**config.mk**
```make
export PLATFORM = sky130hd
export DESIGN_NAME = clt_ram
export DESIGN_NICKNAME = d
export VERILOG_FILES = /design/src/assert_macros.svh /design/src/clt_ram.sv
export SDC_FILE = /design/constraint.sdc
export NUM_CORES = 2
export LEC_CHECK = 0
export BUFFER_PORTS_ARGS = -buffer_cell sky130_fd_sc_hd__buf_4
export CAP_MARGIN = 15
export CORE_UTILIZATION = 30
export CTS_BUF_LIST = sky130_fd_sc_hd__clkbuf_2
export CTS_CLUSTER_SIZE = 16
export DETAILED_ROUTE_END_ITERATION = 8
export GPL_TIMING_DRIVEN = 0
export SKIP_CTS_REPAIR_TIMING = 1
export SLEW_MARGIN = 15
export SYNTH_ARGS = -nofsm -noshare
export SYNTH_HDL_FRONTEND = slang
export SYNTH_SLANG_ARGS = --single-unit
```
**constraint.sdc**
```tcl
create_clock -name i_clk -period 5.4 [get_ports i_clk]
set_input_delay 1.62 -clock i_clk [delete_from_list [all_inputs] [get_ports i_clk]]
set_output_delay 1.62 -clock i_clk [all_outputs]
set_load 0.02 [all_outputs]
```
**src/assert_macros.svh**
```systemverilog
// Assertion macros shared by the RTL of the chunk loss tracker.
// No dependencies; included by files that carry concurrent checks.
`ifndef ASSERT_MACROS_SVH
`define ASSERT_MACROS_SVH
`ifndef SYNTHESIS
`define ASSERT_CLK(lbl, clk, rst_n, prop, msg) \
    lbl: assert property (@(posedge clk) disable iff (!rst_n) (prop)) else $error(msg);
`define ASSERT_CLK_ALWAYS(lbl, clk, prop, msg) \
    lbl: assert property (@(posedge clk) (prop)) else $error(msg);
`else
`define ASSERT_CLK(lbl, clk, rst_n, prop, msg)
`define ASSERT_CLK_ALWAYS(lbl, clk, prop, msg)
`endif
`endif

```
**src/clt_ram.sv**
```systemverilog
// Simple dual-port synchronous RAM, registered read data.
// No dependencies.
`timescale 1ns / 1ps
module clt_ram #(
    parameter int DATA_W = 32,
    parameter int ADDR_W = 7
) (
    input  logic              i_clk,
    input  logic              i_we,
    input  logic [ADDR_W-1:0] i_waddr,
    input  logic [DATA_W-1:0] i_wdata,
    input  logic              i_re,
    input  logic [ADDR_W-1:0] i_raddr,
    output logic [DATA_W-1:0] o_rdata
);

    logic [DATA_W-1:0] r_mem [(1 << ADDR_W)];
    logic [DATA_W-1:0] r_rdata;

    always_ff @(posedge i_clk) begin
        if (i_we) begin
            r_mem[i_waddr] <= i_wdata;
        end
    end

    always_ff @(posedge i_clk) begin
        if (i_re) begin
            r_rdata <= r_mem[i_raddr];
        end
    end

    assign o_rdata = r_rdata;

endmodule

```
==> metrics.cfg <==
[run_status]
outcome = completed

[worst_setup_path]
crit_family = flip-flops
crit_fanout = 1
crit_path_cell_trace = buf_4
critPathRequiredTime_ps = 3780
cp-end-kind = primary output
critical_path.n_buffers_inverters = 1
critical_path_arrival_ps = 2820
worst_setup_path_start_kind = register
worst_path_largest_cell_delay_ps = 390
worst_path_max_delay_cell = sky130_fd_sc_hd__edfxtp_1
worst-setup-path-type = reg2out
rrSetupSlack_ps = 2380

[clock_network]
clk_transition_reported_paths_ps = 110
cts.path.max_buffers = 4
worstSkewPairLatency_ps = 2310
cts_made_buffers = 964
clockRootBuffer = sky130_fd_sc_hd__clkbuf_2
tritoncts_clock_tree = built
cts_htree_levels = 6
numClockSinks = 4128

[finish]
mostFrequentLayoutCells = sky130_fd_sc_hd__edfxtp_1 (4128), sky130_fd_sc_hd__clkbuf_2 (1413), sky130_fd_sc_hd__mux4_2 (1344)
register_area_um2 = 124000
finish.net_count = 7314
final_common_cell = sky130_fd_sc_hd__edfxtp_1
drive_gt1_share_pct = 42.0
instances_no_fill = 15000
postLayoutCellArea_um2 = 180000
fill_cells = 47500
multiInputGateArea_um2 = 32300
areaGrowthSynthToFinish_pct = 15.2

[place]
post-place-cells = 13200
final_wtd_congestion = 0.824
hpwl_um = 281000
placed_area_um2 = 171000
detailedPlace.worstSlack_ps = -924
buffer_ports.inserted = 69

[timing]
report.final.slew_viol_count = 0
final.hold.worst_slack_ps = 221
postLayoutSetupSlackWorst_ps = 965
finalWorstPathRequiredPeriod_ps = 4440
final.period_utilization_pct = 82.1
setup_repair_after_global_routing_missed_its_margin = no
worst_pin_slew_ps = 1300
timing_hold_violations_final = 0
finClkSkew_ps = 138
relative_slew_slack_pct = 13.4
maxClockFrequency_ghz = 0.225
setup-violations-final = 0

[global_route]
track_usage_pct = 15.7
grt_first_pass_wirelength_um = 581000
largest_net_degree_at_the_start_of_global_routing = 129
first_global_vias = 77100
number_of_antenna_violations_at_the_first_check_in_global_routing = 88
globalRouteOverflowTotal = 0

[synthesis]
synth_fp_nets = 6039
synth_area_per_cell_um2 = 26.1
synthCells = 5990
seq_area_frac_synth_pct = 79.2
synth.distinct_cells = 16
ys_warn_count = 0
synth_seq_cells = 4128
post_synth_instance_area_um2 = 157000

[power_and_ir_drop]
total_switching_power_uw = 14700
sw_frac_of_total_pct = 24.9
vdd.ir_drop.worst_mv = 0.218
seq_power_share_pct = 60.0
leakagePower_uw = 0.0556
internal_power_of_the_cells_uw = 44400
share_clk_of_total_power_pct = 33.7
comb_power_share_pct = 6.3
cellPowerDensity_nw_per_um2 = 327
p_total_uw = 59000

[flow_run]
max-cap-violations = 0

[die]
die_area_um2 = 525000
fp.coreArea_um2 = 518000
std_cell_rows = 264
width_of_the_die_um = 724
num_io_pins = 81
dieHeight_um = 724
start_util_pct = 30.2

[route]
drc_violation_count_after_routing = 0
drt.antenna.violating_nets = 0
vias = 74600
wire_per_inst_um = 28.1
wirelength_um = 422000
drt-pass1-iter-count = 6
detail_route.vias_per_cell = 4.96
detail_route.iter0.violations = 9520

[worst_hold_path]
min_path_type = in2reg

final cells by class:
type / count / share of cell area (%)
Clock buffer: 1384 / 3.84
Timing Repair Buffer: 309 / 2.91
Sequential cell: 4128 / 68.7
Antenna cell: 107 / 0.148
Buffer: 316 / 0.752
Clock inverter: 322 / 0.991
Multi-Input combinational cell: 1546 / 17.9
Tap cell: 6916 / 4.79
kinds of logic after synthesis:
group	count (synthesis)	share of synthesized area [%]
DFF	4128	79.2
muxes	1376	19.6
and+or+nand+nor	170	0.445
buffers and inverters	316	0.837
power groups by stage:
stage          Sequential (uW)  Clock [uW]  Combinational [uW]
2_1_floorplan            36200           0                1710
3_3_place_gp             36200           0                3490
5_1_grt                  35400       21900                3890
3_5_place_dp             36100           0                3680
4_1_cts                  35400       20400                3690
6_report                 35400       19900                3750
state kept, by name, summed over array words and instances, names as in the netlist:
name	count
o_rdata	32
r_mem	4096
metal layers:
metal,part of all wire [%],track usage [%],vias up
met1,38,20.0,40300
met5,0.064,0,-
met4,2.3,5.03,42
met2,49,25.5,3914
li1,-,-,29800
met3,11,4.91,568
through the flow:
step | util [%] | setup TNS, ps
2_1_floorplan | - | 0
3_3_place_gp | 32.0 | -4944810
3_5_place_dp | 33.0 | -25890
4_1_cts | 34.6 | 0
6_report | 34.8 | 0
5_1_grt | 34.8 | 0
final timing paths:
path | to | depth (start not counted) | start
setup / recovery | o_rdata[27] | 1 | o_rdata[27]
hold / removal | r_mem[48][1] | 2 | i_wdata[1]
setup reg to reg | o_rdata[10] | 4 | r_mem[37][10]
hold reg to reg | o_rdata[10] | 4 | r_mem[72][10]
Yosys cell counts, drive strengths merged:
cell type / count / area, um2
nand2b: 2 / 12.5
edfxtp: 4128 / 124000
buf: 134 / 628
nor2b: 7 / 43.8
clkbuf: 182 / 683
mux2: 32 / 360
nand3: 12 / 60.1
nor3: 9 / 45.0
nand2: 14 / 52.6
or3: 1 / 6.26
mux4: 1344 / 30300
nand4: 3 / 18.8
nor2: 122 / 458
No activity file was read; power rests on OpenSTA's default activity.
