File: config.mk
export PLATFORM = sky130hd
export DESIGN_NAME = clt_row_upd
export DESIGN_NICKNAME = d
export VERILOG_FILES = /design/src/assert_macros.svh /design/src/clt_pkg.sv /design/src/clt_row_upd.sv
export SDC_FILE = /design/constraint.sdc
export NUM_CORES = 1
export LEC_CHECK = 0
export BUFFER_PORTS_ARGS = -buffer_cell sky130_fd_sc_hd__buf_2
export CORE_ASPECT_RATIO = 0.8
export CORE_MARGIN = 2
export CORE_UTILIZATION = 32
export DETAILED_ROUTE_END_ITERATION = 12
export MAX_ROUTING_LAYER = met4
export PLACE_DENSITY_LB_ADDON = 0.3
export SLEW_MARGIN = 0
export SYNTH_ARGS = -nofsm -noshare
export SYNTH_HDL_FRONTEND = slang
export SYNTH_SLANG_ARGS = --single-unit
File: constraint.sdc
create_clock -name vclk -period 7.6
set_input_delay 0.38 -clock vclk [all_inputs]
set_output_delay 0.38 -clock vclk [all_outputs]
set_load 0.02 [all_outputs]
File: src/assert_macros.svh
// Assertion macros shared by the RTL of the chunk loss tracker.
// No dependencies; included by files that carry concurrent checks.
`ifndef ASSERT_MACROS_SVH
`define ASSERT_MACROS_SVH
`ifndef SYNTHESIS
`define ASSERT_CLK(lbl, clk, rst_n, prop, msg) \
    lbl: assert property (@(posedge clk) disable iff (!rst_n) (prop)) else $error(msg);
`define ASSERT_CLK_ALWAYS(lbl, clk, prop, msg) \
    lbl: assert property (@(posedge clk) (prop)) else $error(msg);
`else
`define ASSERT_CLK(lbl, clk, rst_n, prop, msg)
`define ASSERT_CLK_ALWAYS(lbl, clk, prop, msg)
`endif
`endif

File: src/clt_pkg.sv
// Package for the chunk loss tracker: sizes, codes and transaction types.
// No dependencies.
`timescale 1ns / 1ps
package clt_pkg;

    localparam int MAX_CHUNKS = 4096;
    localparam int SEQ_W      = $clog2(MAX_CHUNKS);
    localparam int CNT_W      = 13;
    localparam int ROW_W      = 32;
    localparam int BIT_W      = $clog2(ROW_W);
    localparam int ROWS       = MAX_CHUNKS / ROW_W;
    localparam int ROW_AW     = SEQ_W - BIT_W;
    localparam int ROW_CNT_W  = $clog2(ROW_W + 1);

    localparam logic [1:0] MODE_CHUNK    = 2'd0;
    localparam logic [1:0] MODE_DEADLINE = 2'd1;
    localparam logic [1:0] MODE_START    = 2'd2;

    localparam logic [3:0] V_NEW        = 4'd0;
    localparam logic [3:0] V_RECOVERED  = 4'd1;
    localparam logic [3:0] V_DUP_LATEST = 4'd2;
    localparam logic [3:0] V_DUP_OLD    = 4'd3;
    localparam logic [3:0] V_RANGE      = 4'd4;
    localparam logic [3:0] V_DONE       = 4'd5;
    localparam logic [3:0] V_TAIL       = 4'd6;
    localparam logic [3:0] V_NO_TAIL    = 4'd7;
    localparam logic [3:0] V_STARTED    = 4'd8;

    localparam logic [1:0] REG_CHUNK_SIZE   = 2'd0;
    localparam logic [1:0] REG_TOTAL_CHUNKS = 2'd1;
    localparam logic [1:0] REG_END_SEQUENCE = 2'd2;

    typedef struct packed {
        logic [1:0]  mode;
        logic [31:0] sequence_req;
        logic [15:0] chunk_length;
    } t_item;

    typedef struct packed {
        logic [3:0]       verdict;
        logic             write_enable;
        logic [31:0]      write_offset;
        logic [15:0]      write_length;
        logic [CNT_W-1:0] newly_lost;
        logic [CNT_W-1:0] remaining;
        logic             complete;
    } t_result;

    // Row update control: mark [lo, hi) lost, optionally clear one bit.
    typedef struct packed {
        logic [CNT_W-1:0] lo;
        logic [CNT_W-1:0] hi;
        logic             clr_en;
        logic [SEQ_W-1:0] clr_bit;
    } t_row_ctl;

endpackage

File: src/clt_row_upd.sv
// One bitmap row update: marks a sequence window lost, clears one bit,
// counts newly lost bits. Depends on clt_pkg.
`timescale 1ns / 1ps
module clt_row_upd (
    input  clt_pkg::t_row_ctl                i_ctl,
    input  logic [clt_pkg::ROW_AW-1:0]       i_row,
    input  logic [clt_pkg::ROW_W-1:0]        i_old,
    output logic [clt_pkg::ROW_W-1:0]        o_new,
    output logic [clt_pkg::ROW_CNT_W-1:0]    o_cnt
);

    logic [clt_pkg::ROW_W-1:0] set_v;
    logic [clt_pkg::ROW_W-1:0] clr_v;

    always_comb begin
        for (int b = 0; b < clt_pkg::ROW_W; b++) begin
            set_v[b] = (clt_pkg::CNT_W'({i_row, clt_pkg::BIT_W'(b)}) >= i_ctl.lo) &&
                       (clt_pkg::CNT_W'({i_row, clt_pkg::BIT_W'(b)}) <  i_ctl.hi);
            clr_v[b] = i_ctl.clr_en && ({i_row, clt_pkg::BIT_W'(b)} == i_ctl.clr_bit);
        end
    end

    assign o_new = (i_old | set_v) & ~clr_v;
    assign o_cnt = clt_pkg::ROW_CNT_W'($countones(set_v & ~i_old));

endmodule

==> results of run 1 <==
[worst min-delay path, delay by kind of cell]
family / cells / cell delay (ns)
buffers and inverters: 2 / 0.25
AO/OA/AOI/OAI: 1 / 0.11
[synth_stat cells, types with 6 or more instances]
| library cell | number | area, µm² |
|---|---|---|
| inv_1 | 55 | 206 |
| a21oi_1 | 44 | 220 |
| nand2_1 | 36 | 135 |
| nor2_1 | 36 | 135 |
| o21ai_0 | 35 | 175 |
| nand2b_1 | 30 | 188 |
| fa_1 | 24 | 480 |
| ha_1 | 23 | 288 |
| a221oi_1 | 11 | 96.3 |
| a2bb2oi_1 | 10 | 87.6 |
| clkbuf_1 | 10 | 37.5 |
| nor3_1 | 9 | 45.0 |
| a211oi_1 | 7 | 52.6 |
| nor2b_1 | 6 | 37.5 |
| o21a_1 | 6 | 45.0 |
[metrics by stage]
stage               std cells  utilization (%)
CTS                       626             40.5
global route              626             40.5
finish                    626             40.5
floorplan                 417                -
detailed placement        626             40.5
global placement          626             40.5
[cell families (layout without fill, tap and decap cells)]
group,after synthesis,after routing,share of synthesized area [%]
AND/OR/NAND/NOR,146,146,26.9
AO/OA/AOI/OAI,138,138,31.5
buffers and inverters,76,173,11.6
adder cells (fa/ha/maj),47,47,26.9
XOR/XNOR,10,10,3.07
[area by class of cell]
class                      count  area, µm²  area share (%)
tap                          112        140            4.04
multi-input combinational    341       2520            72.8
timing repair buffer         118        596            17.2
inverter                      55        206            5.96
[power breakdown]
group          leakage [nW]  switching [W]  total (W)  internal [W]
Sequential                0              0          0             0
Combinational          1.73       0.000242   0.000391      0.000149
Clock                     0              0          0             0
Total                  1.73       0.000242   0.000391      0.000149
[per-layer routing]
| layer | global-route usage (%) | up-vias | routed length, µm |
|---|---|---|---|
| met3 | 3.39 | 16 | 923 |
| met1 | 31.9 | 1578 | 4970 |
| met4 | 4.03 | 0 | 138 |
| li1 | - | 1645 | - |
| met5 | - | - | 0 |
| met2 | 35.4 | 172 | 4570 |
[worst min path at each step]
stage,end,cells past startpoint,start,slack (ns)
final,o_new[11],3,i_old[11],1.12
after global routing,o_new[11],3,i_old[11],1.15
after CTS,o_new[11],3,i_old[11],1.13
after detailed placement,o_new[11],3,i_old[11],1.12
after global placement,o_new[11],3,i_old[11],1.12
after floorplan,o_new[26],2,i_old[26],0.91
==> results.yml, run 1 <==
timing:
  slew_viol_final: 0
  fmax_mhz: 139
  rsz0062_at_grt: "no"
  fin_crit_ns: 7.19
  max-slew-margin-rel_pct: 49.9
  final-hold-violation-count: 0
  fin_crit_sh_pct: 94.6
  fin_hold_ws_ns: 1.12
  timing.final.ws_setup_ns: 0.412
  worst_pin_slew_ns: 0.749
  finalSetupViolCount: 0
  setup_tns_ns: 0
routing:
  ant_nets: 0
  drc: 0
  num_vias: 3411
  avgRoutedWirePerCell_um: 16.9
  routed_wl_um: 10600
  dr.pass1.iters: 5
  via_per_inst: 5.45
  drt-initial-drc-count: 310
power:
  p_per_area_nw_per_um2: 113
  ir_drop_v: 0.000150
  fin_total_pwr_w: 0.000391
  power_leakage_nw: 1.73
setup_path:
  path_common_cell: "fa_1"
  start_kind: "input port"
  worst_path_max_delay_cell: "fa_1"
  critical_path_depth: 22
  cp-endpoint: "o_cnt[4]"
  slowest_delay_ns: 0.54
  crit_buf_inv: 5
  end_kind: "primary output"
  worst_ep_required_time_ns: 7.22
  crit_fanout: 20
  arrival_ns: 6.81
  crit_type: "input port to primary output"
  crit_path_start: "i_row[5]"
  worstPathCellList: "buf_2 -> ha_1 -> a211oi_1 -> or3_1 -> a21bo_4 -> a221oi_1 -> nand2b_1 -> fa_1 -> inv_1 -> fa_1 -> inv_1 -> fa_1 -> fa_1 -> fa_1 -> inv_1 -> fa_1 -> ha_1 -> fa_1 -> a21o_1 -> a21oi_1 -> xnor2_1 -> buf_2"
  critPathTopFamily: "adder cells"
floorplanning:
  dieHeight_um: 88.5
  fp.dieW_um: 110
  die-area_um2: 9690
  fp-row-count: 30
  initial_core_util_pct: 33.3
  fp.coreArea_um2: 8560
  ios: 116
global_routing:
  grt_max_degree: 30
  overflow: 0
  grt_pass1_wl_um: 16800
  antenna_found_initial: 0
  grt_pass1_vias: 3343
  grt.total_usage_pct: 22.8
yosys:
  synth-seq-area-share_pct: 0
  yosysWarnings: 0
  ys_types: 50
  avgSynthCellArea_um2: 6.84
  syn-num-nets: 542
  syn-cell-area_um2: 2850
  syn_inst: 417
layout:
  layout_commonest_cell: "buf_2"
  drive_above_1_share_pct: 24.5
  nClkBuffers: 0
  layout_common_cells: "116 x buf_2, 55 x inv_1, 44 x a21oi_1"
  final_area_um2: 3470
  fillers: 909
  n_antenna_cell: 0
  seq_cells: 0
  seq_area_um2: 0
  finalNetCount: 641
  syn_to_final_growth_pct: 21.4
clock_network:
  ctsHoldBuffers: 0
  cts_resized: 0
  post_cts_buffers: 0
placed_design:
  gp_congestion: 0.981
  placed_cell_area_um2: 3470
  dp_hpwl_um: 8980
  io_buffers: 116
  dp_slack_ns: 0.441
flow_run:
  cap_violations: 0
outcome:
  status: "complete, no violations"
hold_path:
  holdCritPathClass: "input port to primary output"
Note: power is estimated with default switching activity, not from simulation.
==> run 2: changes to the inputs <==
--- a/config.mk
+++ b/config.mk
@@ -14,3 +14,3 @@
 export PLACE_DENSITY_LB_ADDON = 0.3
-export SLEW_MARGIN = 0
+export SLEW_MARGIN = 10
 export SYNTH_ARGS = -nofsm -noshare
==> constraint.sdc (replaced) <==
create_clock -name vclk -period 7.6
set_input_delay 0.38 -clock vclk [all_inputs]
set_output_delay 0.38 -clock vclk [all_outputs]
set_load 0.1 [all_outputs]
==> run 2 against run 1 <==
Via count decreased by 1.2%. Design area rose by 0.79%. Count of clock-buffer cells in the layout stayed put. First-iteration DRC count shrank 18%.
==> results.yml, run 2 (synthesized netlist as in run 1, its figures left out) <==
global_routing:
  gr-usage-met1_pct: 32.2
  grtUsageMet3_pct: 1.55
  grt_pass1_vias: 3335
  grt.total_usage_pct: 22.5
  antenna_found_initial: 0
  grt_pass1_wl_um: 16700
  grt_max_degree: 30
  grt-busiest-layer: "met2"
  overflow: 0
  met2_usage_pct: 35.5
power:
  internal_power_w: 0.000149
  ir_drop_v: 0.000400
  clkPwrFrac_pct: 0
  p_per_area_nw_per_um2: 193
  switching_share_pct: 77.9
  power_leakage_nw: 1.73
  seqPwrFrac_pct: 0
  power.switching_w: 0.000526
  combPwrFrac_pct: 100.0
  fin_total_pwr_w: 0.000675
outcome:
  status: "complete, no violations"
layout:
  final_area_um2: 3490
  seq_area_um2: 0
  layout_commonest_cell: "buf_2"
  syn_to_final_growth_pct: 22.4
  layout_common_cells: "115 x buf_2, 55 x inv_1, 44 x a21oi_1"
  drive_above_1_share_pct: 24.7
  n_antenna_cell: 0
  nClkBuffers: 0
  finalNetCount: 641
  seq_cells: 0
timing:
  worst_pin_slew_ns: 0.848
  rsz0062_at_grt: "no"
  setup_tns_ns: 0
  timing.final.ws_setup_ns: 0.342
  final-hold-violation-count: 0
  fmax_mhz: 138
  fin_hold_ws_ns: 1.26
  finalSetupViolCount: 0
  fin_crit_sh_pct: 95.5
  fin_crit_ns: 7.26
  slew_viol_final: 0
  max-slew-margin-rel_pct: 42.9
setup_path:
  end_kind: "primary output"
  crit_path_start: "i_row[5]"
  path_common_cell: "fa_1"
  crit_type: "input port to primary output"
  start_kind: "input port"
  worstPathCellList: "buf_2 -> ha_1 -> a211oi_1 -> or3_1 -> a21bo_4 -> a211oi_1 -> nand2b_1 -> fa_1 -> inv_1 -> fa_1 -> inv_1 -> fa_1 -> fa_1 -> fa_1 -> inv_1 -> fa_1 -> ha_1 -> fa_1 -> a21o_1 -> a21oi_1 -> xnor2_1 -> buf_12"
  crit_fanout: 20
  worst_ep_required_time_ns: 7.22
  cp-endpoint: "o_cnt[4]"
  slowest_delay_ns: 0.58
  worst_path_max_delay_cell: "fa_1"
  arrival_ns: 6.88
floorplanning:
  fp.coreArea_um2: 8560
  dieHeight_um: 88.5
  fp-row-count: 30
  die-area_um2: 9690
  initial_core_util_pct: 33.3
  ios: 116
  fp.dieW_um: 110
placed_design:
  gp_congestion: 0.948
  io_buffers: 116
  placed_cell_area_um2: 3480
  dp_slack_ns: 0.316
  dp_hpwl_um: 9050
routing:
  drc: 0
  num_vias: 3371
  ant_nets: 0
  avgRoutedWirePerCell_um: 17.0
  routed_wl_um: 10600
  drt-initial-drc-count: 254
  via_per_inst: 5.38
  dr.pass1.iters: 5
hold_path:
  holdCritPathClass: "input port to primary output"
flow_run:
  cap_violations: 0
clock_network:
  ctsHoldBuffers: 0
-- run 2: cell count changes in the layout (fill, tap and decap cells not counted) --
cell / delta
a221oi_1: -1
a221oi_2: +1
buf_12: +1
buf_2: -1
o21ba_2: -1
o21ba_4: +1
-- run 2: power by group through the flow --
stage / clock network (W) / registers (W) / logic (W)
floorplan: 0 / 0 / 0.000578
global placement: 0 / 0 / 0.000670
detailed placement: 0 / 0 / 0.000675
CTS: 0 / 0 / 0.000676
global route: 0 / 0 / 0.000731
finish: 0 / 0 / 0.000675
-- run 2: worst min-delay path by stage --
stage                     startpoint   endpoint  slack (ns)  cells after the start
after floorplan            i_old[26]  o_new[26]        1.14                      2
after global placement      i_old[2]   o_new[2]        1.26                      4
after detailed placement    i_old[2]   o_new[2]        1.26                      4
after CTS                   i_old[2]   o_new[2]        1.26                      4
after global routing        i_old[2]   o_new[2]        1.29                      4
final                       i_old[2]   o_new[2]        1.26                      4
-- run 2: routing by layer --
| layer | vias up | part of all wire, % | wire length (µm) |
|---|---|---|---|
| li1 | 1638 | - | - |
| met2 | 150 | 44 | 4630 |
| met1 | 1569 | 47 | 5030 |
| met5 | - | 0 | 0 |
| met3 | 14 | 7.5 | 801 |
| met4 | 0 | 1.6 | 165 |
-- run 2: layout make-up --
type | instances | area (µm²)
Fill cell | 966 | 5060
Multi-Input combinational cell | 341 | 2540
Timing Repair Buffer | 118 | 611
Inverter | 55 | 206
Tap cell | 112 | 140
-- run 2: metrics by stage --
stage,utilization [%],instances
after floorplan,-,417
after CTS,40.7,626
after global placement,40.7,626
after detailed placement,40.7,626
after global routing,40.8,626
final,40.8,626
-- run 2: worst max-delay path: cells and delay by family --
family / cells / cell delay (ns)
AOI/OAI and AO/OA: 5 / 1.24
adders and majority gates: 9 / 4.06
buffers and inverters: 5 / 0.51
and+or+nand+nor: 2 / 0.49
xor gates and xnor gates: 1 / 0.19
-- run 2: timing repair --
item                                    CTS  global route
endpoints found under the setup margin    0             1
resized for setup                         0             2
buffers inserted                          0             0
==> run 3: changes to the inputs <==
ABC_AREA = 1   (was default)
==> run 3 against run 2 <==
Wire length up 11%. Total power up 14%. Design area up 15%. First-iteration DRC count up 24%. Fmax up 1.0%. Synthesized cell count up 52%. Worst hold slack worse by 0.018 ns.
==> results.yml, run 3 <==
outcome:
  status: "complete, no violations"
clock_network:
  ctsHoldBuffers: 0
  cts_resized: 0
  post_cts_buffers: 0
routing:
  dr.pass1.iters: 5
  via_per_inst: 4.81
  drc: 0
  drt-initial-drc-count: 315
  ant_nets: 0
  avgRoutedWirePerCell_um: 13.6
  num_vias: 4171
  routed_wl_um: 11800
yosys:
  synth-seq-area-share_pct: 0
  synthTopCellsByCount: "165 x nand2_1, 110 x inv_1, 92 x nor2_1"
  ys_top_cells_by_area: "nand2_1 18%, fa_1 14%, inv_1 12%"
  yosysWarnings: 0
  syn-num-nets: 757
  syn_inst: 632
  yosysTopAreaCell: "nand2_1"
  synth_top_area_share_pct: 18.1
  ys_types: 32
  avgSynthCellArea_um2: 5.40
  syn-cell-area_um2: 3420
  synthMostInstantiatedCell: "nand2_1"
hold_path:
  holdCritPathClass: "input port to primary output"
global_routing:
  grt_pass1_vias: 4016
  grt.total_usage_pct: 20.8
  grt_max_degree: 33
  overflow: 0
  antenna_found_initial: 0
  grt_pass1_wl_um: 18900
layout:
  layout_common_cells: "165 x nand2_1, 116 x buf_2, 110 x inv_1"
  postLayoutCoreUtil_pct: 39.0
  nClkBuffers: 0
  drive_above_1_share_pct: 21.0
  n_antenna_cell: 0
  syn_to_final_growth_pct: 17.7
  seq_area_um2: 0
  seq_cells: 0
  layout_commonest_cell: "nand2_1"
  finalNetCount: 855
placed_design:
  dp_hpwl_um: 10200
  dp_slack_ns: 0.461
  gp_congestion: 0.988
  io_buffers: 116
floorplanning:
  ios: 116
  die-area_um2: 11500
  fp.coreArea_um2: 10300
  dieHeight_um: 96.4
  fp.dieW_um: 120
  initial_core_util_pct: 33.1
  fp-row-count: 33
setup_path:
  end_kind: "primary output"
  start_kind: "input port"
  critPathTopFamily: "adder cells"
  path_common_cell: "fa_1"
  crit_buf_inv: 6
  arrival_ns: 6.80
  crit_fanout: 14
  crit_type: "input port to primary output"
  worst_ep_required_time_ns: 7.22
  slowest_delay_ns: 0.54
  worst_path_max_delay_cell: "fa_1"
timing:
  fmax_mhz: 139
  fin_hold_ws_ns: 1.25
  setup_tns_ns: 0
  max-slew-margin-rel_pct: 62.4
  timing.final.ws_setup_ns: 0.415
  final-hold-violation-count: 0
  rsz0062_at_grt: "no"
  slew_viol_final: 0
  worst_pin_slew_ns: 0.562
  fin_crit_ns: 7.18
  fin_crit_sh_pct: 94.5
  finalSetupViolCount: 0
power:
  ir_drop_v: 0.000254
  power_leakage_nw: 2.34
  p_per_area_nw_per_um2: 191
flow_run:
  cap_violations: 0
-- run 3: changes by cell type in the layout (fill, tap and decap cells not counted), moves of 12 or more --
cell	previous run	this run
inv_1	55	110
nor3_1	9	34
inv_2	0	12
nand3_1	4	46
nand2_1	36	165
nand2b_1	30	0
nor2_1	36	92
o21ai_0	35	6
-- run 3: cell families after synthesis --
| group | count (synthesis) | synth area share [%] |
|---|---|---|
| buffers and inverters | 145 | 18.5 |
| XOR/XNOR | 10 | 2.56 |
| adder cells (fa/ha/maj) | 47 | 22.5 |
| AO/OA/AOI/OAI | 74 | 11.8 |
| AND/OR/NAND/NOR | 356 | 44.7 |
-- run 3: metal layers --
layer  track usage [%]  share of wire [%]  wire [µm]  vias to the layer above
met4              4.71                2.5        298                        0
li1                  -                  -          -                     2136
met2              32.0                 41       4800                      184
met5                 -                  0          0                        -
met1              28.9                 48       5730                     1833
met3              3.40                8.6       1020                       18
-- run 3: per-stage QoR --
| stage | area [µm²] | cells | power (W) |
|---|---|---|---|
| global placement | 4020 | 868 | 0.000763 |
| CTS | 4020 | 868 | 0.000766 |
| finish | 4020 | 868 | 0.000766 |
| global route | 4020 | 868 | 0.000830 |
| detailed placement | 4020 | 868 | 0.000765 |
| floorplan | 3420 | 632 | 0.000652 |
-- run 3: final timing paths --
check / startpoint / endpoint / cells past startpoint
hold / removal: i_old[2] / o_new[2] / 4
setup / recovery: i_row[1] / o_cnt[4] / 25
-- run 3: cell type report --
| type | instances | area (µm²) |
|---|---|---|
| Fill cell | 1229 | 6300 |
| Inverter | 122 | 458 |
| Multi-Input combinational cell | 487 | 2790 |
| Tap cell | 140 | 175 |
| Timing Repair Buffer | 119 | 603 |
-- run 3: power by group --
part	total [W]	internal, W	switching [W]
sequential	0	0	0
clock	0	0	0
combinational	0.000766	0.000157	0.000610
total	0.000766	0.000157	0.000610
